### src/rtl/h2r_pkg.sv
// ---------------------------------------------------------------------------
// HSL to RGB converter package
// Beat payload types, stage enable bundle and shared constants.
// ---------------------------------------------------------------------------
package h2r_pkg;

  localparam int FRAC_BITS_DEFAULT = 16;
  localparam int HUE_W = 16;
  localparam int SL_W = 17;
  localparam int CH_W = 8;
  localparam logic [SL_W-1:0] IN_ONE = 17'h10000;

  typedef struct packed {
    logic [HUE_W-1:0] hue;
    logic [SL_W-1:0]  saturation;
    logic [SL_W-1:0]  lightness;
  } hsl_t;

  typedef struct packed {
    logic [CH_W-1:0] red;
    logic [CH_W-1:0] green;
    logic [CH_W-1:0] blue;
  } rgb_t;

  typedef struct packed {
    logic d;
    logic e;
  } stage_en_t;

endpackage

### src/rtl/h2r_stream_if.sv
// ---------------------------------------------------------------------------
// HSL to RGB converter stream interface
// Valid/ready channel carrying one beat of a typed payload.
// ---------------------------------------------------------------------------
interface h2r_stream_if #(
  parameter type payload_t = logic
);
  logic     valid;
  logic     ready;
  payload_t data;

  modport source (output valid, output data, input ready);
  modport sink (input valid, input data, output ready);
endinterface

### src/rtl/h2r_channel.sv
// ---------------------------------------------------------------------------
// HSL to RGB converter channel back end
// Evaluates the hue ramp for one channel and scales it to a byte.
// ---------------------------------------------------------------------------
module h2r_channel #(
  parameter int FRAC_BITS = h2r_pkg::FRAC_BITS_DEFAULT
) (
  input  logic                       clk,
  input  h2r_pkg::stage_en_t         en,
  input  logic [FRAC_BITS+2:0]       t,
  input  logic [FRAC_BITS:0]         p,
  input  logic [FRAC_BITS:0]         d,
  output logic [h2r_pkg::CH_W-1:0]   value
);
  localparam int VW = FRAC_BITS + 1;
  localparam int TW = FRAC_BITS + 3;
  localparam int SW = VW + 9;
  localparam logic [VW-1:0] ONE = VW'(1) << FRAC_BITS;
  localparam logic [TW-1:0] T1 = TW'(1) << FRAC_BITS;
  localparam logic [TW-1:0] T3 = TW'(3) << FRAC_BITS;
  localparam logic [TW-1:0] T4 = TW'(4) << FRAC_BITS;

  logic [VW-1:0]   f;
  logic [2*VW-1:0] prod;
  logic [VW-1:0]   ramp;
  logic [VW-1:0]   p_d;
  logic [VW:0]     level;
  logic [SW-1:0]   scaled;
  logic [TW-1:0]   fall;

  always_comb begin
    fall = T4 - t;
    if (t < T1) begin
      f = t[VW-1:0];
    end else if (t < T3) begin
      f = ONE;
    end else if (t < T4) begin
      f = fall[VW-1:0];
    end else begin
      f = '0;
    end
    prod = d * f;
  end

  always_ff @(posedge clk) begin
    if (en.d) begin
      ramp <= prod[FRAC_BITS +: VW];
      p_d <= p;
    end
  end

  always_comb begin
    level = {1'b0, p_d} + {1'b0, ramp};
    scaled = {level, 8'b0} - SW'(level);
  end

  always_ff @(posedge clk) begin
    if (en.e) begin
      value <= scaled[FRAC_BITS +: h2r_pkg::CH_W];
    end
  end
endmodule

### src/rtl/hsl_to_rgb_pixel_converter_unit.sv
// ---------------------------------------------------------------------------
// HSL to RGB pixel converter
// Converts one HSL pixel per beat to an 8-bit RGB triple.
// ---------------------------------------------------------------------------
// The converter takes one pixel every clock unless the output stalls, and
// holds five register stages: input scaling, the lightness-saturation
// product, the p/q and hue offset stage, the three ramp products, and the
// byte scaling that feeds the output. Each stage keeps its own valid bit,
// so a stalled output only stops the stages behind it and empty stages
// still fill. Grey pixels come out of the same path.
module hsl_to_rgb_pixel_converter_unit #(
  parameter int FRAC_BITS = h2r_pkg::FRAC_BITS_DEFAULT
) (
  input logic          clk,
  input logic          rst,
  h2r_stream_if.sink   hsl,
  h2r_stream_if.source rgb
);
  localparam int VW = FRAC_BITS + 1;
  localparam int TW = FRAC_BITS + 3;
  localparam int HW = h2r_pkg::HUE_W + 3;
  localparam int SH_L = (FRAC_BITS >= 16) ? FRAC_BITS - 16 : 0;
  localparam int SH_R = (FRAC_BITS < 16) ? 16 - FRAC_BITS : 0;
  localparam logic [VW-1:0] HALF = VW'(1) << (FRAC_BITS - 1);
  localparam logic [TW-1:0] T2 = TW'(2) << FRAC_BITS;
  localparam logic [TW-1:0] T4 = TW'(4) << FRAC_BITS;
  localparam logic [TW-1:0] T6 = TW'(6) << FRAC_BITS;

  logic v_a, v_b, v_c, v_d, v_e;
  logic ready_a, ready_b, ready_c, ready_d, ready_e;
  h2r_pkg::stage_en_t en;

  logic [h2r_pkg::SL_W-1:0] sat_clip, light_clip;
  logic [HW-1:0]            hue6;
  logic [VW-1:0]            s_conv, l_conv;
  logic [TW-1:0]            t_conv;

  logic [VW-1:0]   s_a, l_a;
  logic [TW-1:0]   t6_a;
  logic [2*VW-1:0] ls_prod;
  logic [VW-1:0]   s_b, l_b, ls_b;
  logic [TW-1:0]   t6_b;

  logic [VW:0]     q_wide, p_wide;
  logic [VW-1:0]   q_val, p_val;
  logic [TW-1:0]   tr_sum, tr_val, tb_val;
  logic [VW-1:0]   p_c, d_c;
  logic [TW-1:0]   tr_c, tg_c, tb_c;

  always_comb begin
    ready_e = !v_e || rgb.ready;
    ready_d = !v_d || ready_e;
    ready_c = !v_c || ready_d;
    ready_b = !v_b || ready_c;
    ready_a = !v_a || ready_b;
    en.d = ready_d;
    en.e = ready_e;
  end

  assign hsl.ready = ready_a && !rst;
  assign rgb.valid = v_e;

  always_ff @(posedge clk) begin
    if (rst) begin
      v_a <= 1'b0;
      v_b <= 1'b0;
      v_c <= 1'b0;
      v_d <= 1'b0;
      v_e <= 1'b0;
    end else begin
      if (ready_a) v_a <= hsl.valid;
      if (ready_b) v_b <= v_a;
      if (ready_c) v_c <= v_b;
      if (ready_d) v_d <= v_c;
      if (ready_e) v_e <= v_d;
    end
  end

  always_comb begin
    sat_clip = (hsl.data.saturation > h2r_pkg::IN_ONE) ? h2r_pkg::IN_ONE
                                                        : hsl.data.saturation;
    light_clip = (hsl.data.lightness > h2r_pkg::IN_ONE) ? h2r_pkg::IN_ONE
                                                         : hsl.data.lightness;
    hue6 = HW'({hsl.data.hue, 2'b00}) + HW'({hsl.data.hue, 1'b0});
    if (FRAC_BITS >= 16) begin
      s_conv = VW'(sat_clip) << SH_L;
      l_conv = VW'(light_clip) << SH_L;
      t_conv = TW'(hue6) << SH_L;
    end else begin
      s_conv = VW'(sat_clip >> SH_R);
      l_conv = VW'(light_clip >> SH_R);
      t_conv = TW'(hue6 >> SH_R);
    end
  end

  always_ff @(posedge clk) begin
    if (ready_a) begin
      s_a <= s_conv;
      l_a <= l_conv;
      t6_a <= t_conv;
    end
  end

  assign ls_prod = l_a * s_a;

  always_ff @(posedge clk) begin
    if (ready_b) begin
      s_b <= s_a;
      l_b <= l_a;
      ls_b <= ls_prod[FRAC_BITS +: VW];
      t6_b <= t6_a;
    end
  end

  always_comb begin
    if (l_b < HALF) begin
      q_wide = {1'b0, l_b} + {1'b0, ls_b};
    end else begin
      q_wide = {1'b0, l_b} + {1'b0, s_b} - {1'b0, ls_b};
    end
    q_val = q_wide[VW-1:0];
    p_wide = {l_b, 1'b0} - {1'b0, q_val};
    p_val = p_wide[VW-1:0];
    tr_sum = t6_b + T2;
    tr_val = (tr_sum >= T6) ? tr_sum - T6 : tr_sum;
    tb_val = (t6_b < T2) ? t6_b + T4 : t6_b - T2;
  end

  always_ff @(posedge clk) begin
    if (ready_c) begin
      p_c <= p_val;
      d_c <= q_val - p_val;
      tr_c <= tr_val;
      tg_c <= t6_b;
      tb_c <= tb_val;
    end
  end

  h2r_channel #(.FRAC_BITS(FRAC_BITS)) u_red (
    .clk   (clk),
    .en    (en),
    .t     (tr_c),
    .p     (p_c),
    .d     (d_c),
    .value (rgb.data.red)
  );

  h2r_channel #(.FRAC_BITS(FRAC_BITS)) u_green (
    .clk   (clk),
    .en    (en),
    .t     (tg_c),
    .p     (p_c),
    .d     (d_c),
    .value (rgb.data.green)
  );

  h2r_channel #(.FRAC_BITS(FRAC_BITS)) u_blue (
    .clk   (clk),
    .en    (en),
    .t     (tb_c),
    .p     (p_c),
    .d     (d_c),
    .value (rgb.data.blue)
  );
endmodule

### src/flat_wrapper.sv
// flat-port wrapper written by rule: the top's interface ports become plain ports
module hsl_to_rgb_pixel_converter_unit_flat import h2r_pkg::*;
#(
  parameter int FRAC_BITS = h2r_pkg::FRAC_BITS_DEFAULT
)
  (clk, rst, hsl_valid, hsl_data, hsl_ready, rgb_valid, rgb_data, rgb_ready);
  h2r_stream_if #(.payload_t(hsl_t)) hsl_i ();
  h2r_stream_if #(.payload_t(rgb_t)) rgb_i ();
  input logic clk;
  input logic rst;
  input wire logic [$bits(hsl_i.valid)-1:0] hsl_valid;
  input wire logic [$bits(hsl_i.data)-1:0] hsl_data;
  output wire logic [$bits(hsl_i.ready)-1:0] hsl_ready;
  output wire logic [$bits(rgb_i.valid)-1:0] rgb_valid;
  output wire logic [$bits(rgb_i.data)-1:0] rgb_data;
  input wire logic [$bits(rgb_i.ready)-1:0] rgb_ready;
  assign hsl_i.valid = hsl_valid;
  assign hsl_i.data = hsl_data;
  assign hsl_ready = hsl_i.ready;
  assign rgb_valid = rgb_i.valid;
  assign rgb_data = rgb_i.data;
  assign rgb_i.ready = rgb_ready;
  hsl_to_rgb_pixel_converter_unit #(.FRAC_BITS(FRAC_BITS)) u_core (.clk(clk), .rst(rst), .hsl(hsl_i), .rgb(rgb_i));
endmodule
### config.mk
export PLATFORM = sky130hd
export DESIGN_NAME = hsl_to_rgb_pixel_converter_unit_flat
export DESIGN_NICKNAME = d
export VERILOG_FILES = /design/src/rtl/h2r_pkg.sv /design/src/rtl/h2r_stream_if.sv /design/src/rtl/h2r_channel.sv /design/src/rtl/hsl_to_rgb_pixel_converter_unit.sv /design/src/flat_wrapper.sv
export SDC_FILE = /design/constraint.sdc
export NUM_CORES = 2
export LEC_CHECK = 0
export BUFFER_PORTS_ARGS = -buffer_cell sky130_fd_sc_hd__buf_2
export CORE_UTILIZATION = 55
export CTS_BUF_LIST = sky130_fd_sc_hd__clkbuf_8
export CTS_CLUSTER_SIZE = 8
export DETAILED_ROUTE_END_ITERATION = 8
export PLACE_DENSITY_LB_ADDON = 0.12
export SLEW_MARGIN = 40
export SYNTH_ARGS = -nofsm -noshare
export SYNTH_HDL_FRONTEND = slang
export SYNTH_SLANG_ARGS = --single-unit
### constraint.sdc
create_clock -name clk -period 10.9 [get_ports clk]
set_input_delay 1.09 -clock clk [delete_from_list [all_inputs] [get_ports clk]]
set_output_delay 1.09 -clock clk [all_outputs]
set_load 0.01 [all_outputs]
==> impl_summary.log <==
[metrics] run status: completed
[metrics] detailed-route vias per instance: 5.33
[metrics] Critical Path Sink Type: register
[metrics] number of instances in the synthesized netlist: 5529
[metrics] slew at the pin closest to its max-slew limit: 893 ps
[metrics] # nets final: 7092
[metrics] Final Hold Vio Count: 0
[metrics] row count: 111
[metrics] clock-pin slew of the registers on the worst-case setup and hold paths: 60 ps
[metrics] Top Family by Delay on Critical Path: adder cells
[metrics] number of port buffers: 79
[metrics] TritonCTS clock tree: built
[metrics] maximum net fanout on the critical path: 16
[metrics] count of max-cap constraint violations: 0
[metrics] Vert. Die Dim: 308 um
[metrics] setup repair after global routing missed its margin: false
[metrics] routability cong.: 0.874
[metrics] kind of launch point of the worst setup path: register
[metrics] crit path DAT: 9770 ps
[metrics] Clock H-tree levels: 2
[metrics] die outline area: 0.0950 sq mm
[metrics] CTS max path bufs: 3
[metrics] antenna-violating nets left: 0
[metrics] count of yosys warnings during synthesis: 0
[metrics] count of state elements after synthesis: 273
[metrics] wirelength, routed: 122 mm
[metrics] HP Class: reg -> reg
[metrics] Sequential cell area: 0.00815 sq mm
[metrics] Required @ worst endpoint: 11310 ps
[metrics] total global routing track utilization: 26.8%
[metrics] mean instance size in the synthesized netlist: 9.33 sq um
[metrics] slowest stage cell, crit path: fa_1
[metrics] num ports: 80
[metrics] delay of the slowest critical-path stage: 510 ps
[metrics] number of search-and-repair iterations in the first detailed-routing pass: 6
[metrics] DRC violation total after the first TritonRoute iteration: 1958
[metrics] cell repeated most along the worst path: fa_1
[metrics] total gr overflow: 0
[metrics] hold slack: 416 ps
[metrics] layout cells sized above 1: 5.50%
[metrics] largest net degree at the start of global routing: 70
[metrics] vias in the first global route: 38200
[metrics] global-route wire length before repair: 200 mm
[metrics] Fill cells: 8280
[metrics] commonest register cell after synthesis: edfxtp_1
[metrics] f_max: 107 MHz
[metrics] Netlist cell types: 78
[metrics] number of instances resized during post-cts repair: 0
[metrics] Placeable Area: 0.0922 sq mm
[metrics] CTS sink count: 273
[metrics] drt drc: 0
[metrics] number of buffer and inverter stages on the critical path: 3
[metrics] number of pins with negative max-slew slack in the final report: 0
[metrics] Clk Latency, worst-skew pair: 720 ps
[metrics] async set-reset flop share out of synthesis: 0%
[metrics] area delta synth->final: 6.21%
[metrics] clock root buffer master: clkbuf_8
[metrics] final sum of negative setup slack: 0 ps
[metrics] Setup Skew: 52.7 ps
[metrics] Post-Syn Area: 0.0516 sq mm
[metrics] post-layout utilization of the core: 59.4%
[metrics] critical path class: reg -> reg
[metrics] wire length per cell: 17.8 um
[metrics] Final min period: 9360 ps
[metrics] Die Wd: 308 um
[metrics] hpwl dp: 95.9 mm
[metrics] combined area of the multi-input logic cells: 0.0385 sq mm
[metrics] number of CTS-inserted buffers: 49
[metrics] worst slew margin relative to its limit: 40.5%
[metrics] antenna violations before repair: 5
[metrics] Initial Utilization: 55.9%
[metrics] portion of the post-synthesis area used by sequential elements: 15.8%
[metrics] vias after detailed routing: 36500
[metrics] Post-CTS Setup Inserts: 0
[metrics] Setup Viol. Count Final: 0
[metrics] number of enable-type register cells in the synthesized netlist: 268
[metrics] CTS Hold Bufs: 0
[metrics] post-route fraction of the period consumed by the critical path: 85.9%
[flip-flops by register name (all words and copies together), names as in the netlist, 2 cells and up]
name and flops:
u_core.u_green.value 8, u_core.u_green.ramp 17, u_core.l_b 17, u_core.d_c 16, u_core.u_red.ramp 17, u_core.ls_b 17
u_core.u_blue.ramp 17, u_core.tg_c 2, u_core.u_red.p_d 17, u_core.l_a 17, u_core.t6_b 18, u_core.u_red.value 8
u_core.u_blue.value 8, u_core.p_c 17, u_core.t6_a 18, u_core.tb_c 18, u_core.s_a 17, u_core.s_b 17
u_core.tr_c 2
[layout make-up]
cell class	count	area share (%)
diodes	1	0.00457
clock buffers	53	1.33
clock inverters	32	0.443
inverters	1227	8.41
multi-input cells	3854	70.2
flip-flops and latches	273	14.9
well taps	1243	2.84
repair buffers	160	1.91
[per-layer routing]
layer / routed length (um) / GRT usage, % / vias to the layer above / part of all wire, %
met5: 0 / 0 / - / 0
met4: 3250 / 7.73 / 0 / 2.7
met3: 5910 / 2.77 / 151 / 4.9
met2: 59700 / 46.6 / 840 / 49
met1: 52700 / 35.5 / 18300 / 43
li1: - / - / 17200 / -
[path summary, 6_finish.rpt]
path | start | endpoint | slack (ps) | cells past startpoint
max reg2reg | u_core.tb_c[2] | u_core.u_green.ramp[16] | 1540 | 29
min | u_core.t6_a[18] | u_core.t6_b[18] | 420 | 0
min reg2reg | u_core.t6_a[18] | u_core.t6_b[18] | 420 | 0
max | u_core.tb_c[2] | u_core.u_green.ramp[16] | 1540 | 29
[cell families after synthesis]
kind of cell / share of synthesized area (%)
adders and majority gates: 48.0
and+or+nand+nor: 14.9
muxes: 0.102
AOI/OAI and AO/OA: 7.26
other: 0.00727
xor gates and xnor gates: 3.43
DFF: 15.8
buffers and inverters: 10.4
[layout by cell type (no fill, tap or decap), types with 72 or more instances in the layout]
cell type,instances
and2_1,432
fa_1,846
buf_4,72
nor2_1,139
xnor2_1,140
o21ai_0,121
edfxtp_1,268
a21oi_1,146
nand2_1,713
ha_1,627
buf_2,79
inv_1,1237
[synth_stat cells (all sizes together), types with 4 or more instances]
cell type / count / area [sq um]
a21boi: 4 / 30.0
xor2: 60 / 526
ha: 627 / 7850
edfxtp: 268 / 8050
nor2: 140 / 526
o211a: 4 / 40.0
a21oi: 146 / 731
a41oi: 5 / 43.8
nand2b: 32 / 200
or3: 19 / 144
nor2b: 53 / 332
o31a: 5 / 43.8
nand4: 8 / 50.1
or2: 17 / 106
a2111oi: 10 / 87.6
inv: 1227 / 4610
o22ai: 5 / 31.3
nor3: 61 / 317
fa: 846 / 16900
a211o: 5 / 43.8
a21o: 58 / 435
dfxtp: 5 / 100
o2111ai: 6 / 52.6
buf: 7 / 56.3
o31ai: 38 / 285
o211ai: 11 / 82.6
a31oi: 16 / 100
and3: 21 / 131
and2: 436 / 2740
nand3: 30 / 150
a31o: 6 / 52.6
nand2: 715 / 2680
a221oi: 5 / 43.8
a211oi: 23 / 173
and4: 6 / 52.6
a22o: 9 / 88.8
o21bai: 24 / 180
o21a: 37 / 278
clkbuf: 194 / 728
xnor2: 142 / 1240
nor4: 14 / 87.6
a221o: 4 / 40.0
o41ai: 10 / 87.6
nor3b: 8 / 60.1
o21ai: 125 / 629
[worst register-to-register path, delay by kind of cell, from the launching register on]
kind / cells / cell delay [ps]
AO/OA/AOI/OAI: 9 / 2130
adder cells (fa/ha/maj): 8 / 3360
AND/OR/NAND/NOR: 8 / 2890
buffers and inverters: 3 / 260
flip-flops: 1 / 410
XOR/XNOR: 1 / 80
[metrics by stage]
step	worst slack, ps	std cells	cell area (sq um)
3_5_place_dp	1570	6753	53700
3_3_place_gp	1710	6746	53600
5_1_grt	1130	6843	54800
6_report	1540	6843	54800
2_1_floorplan	2340	5555	51700
4_1_cts	1560	6838	54700
Power is left out: the tool's default activity adds up to more than one toggle a clock period on the data nets, which glitch-free logic cannot reach.
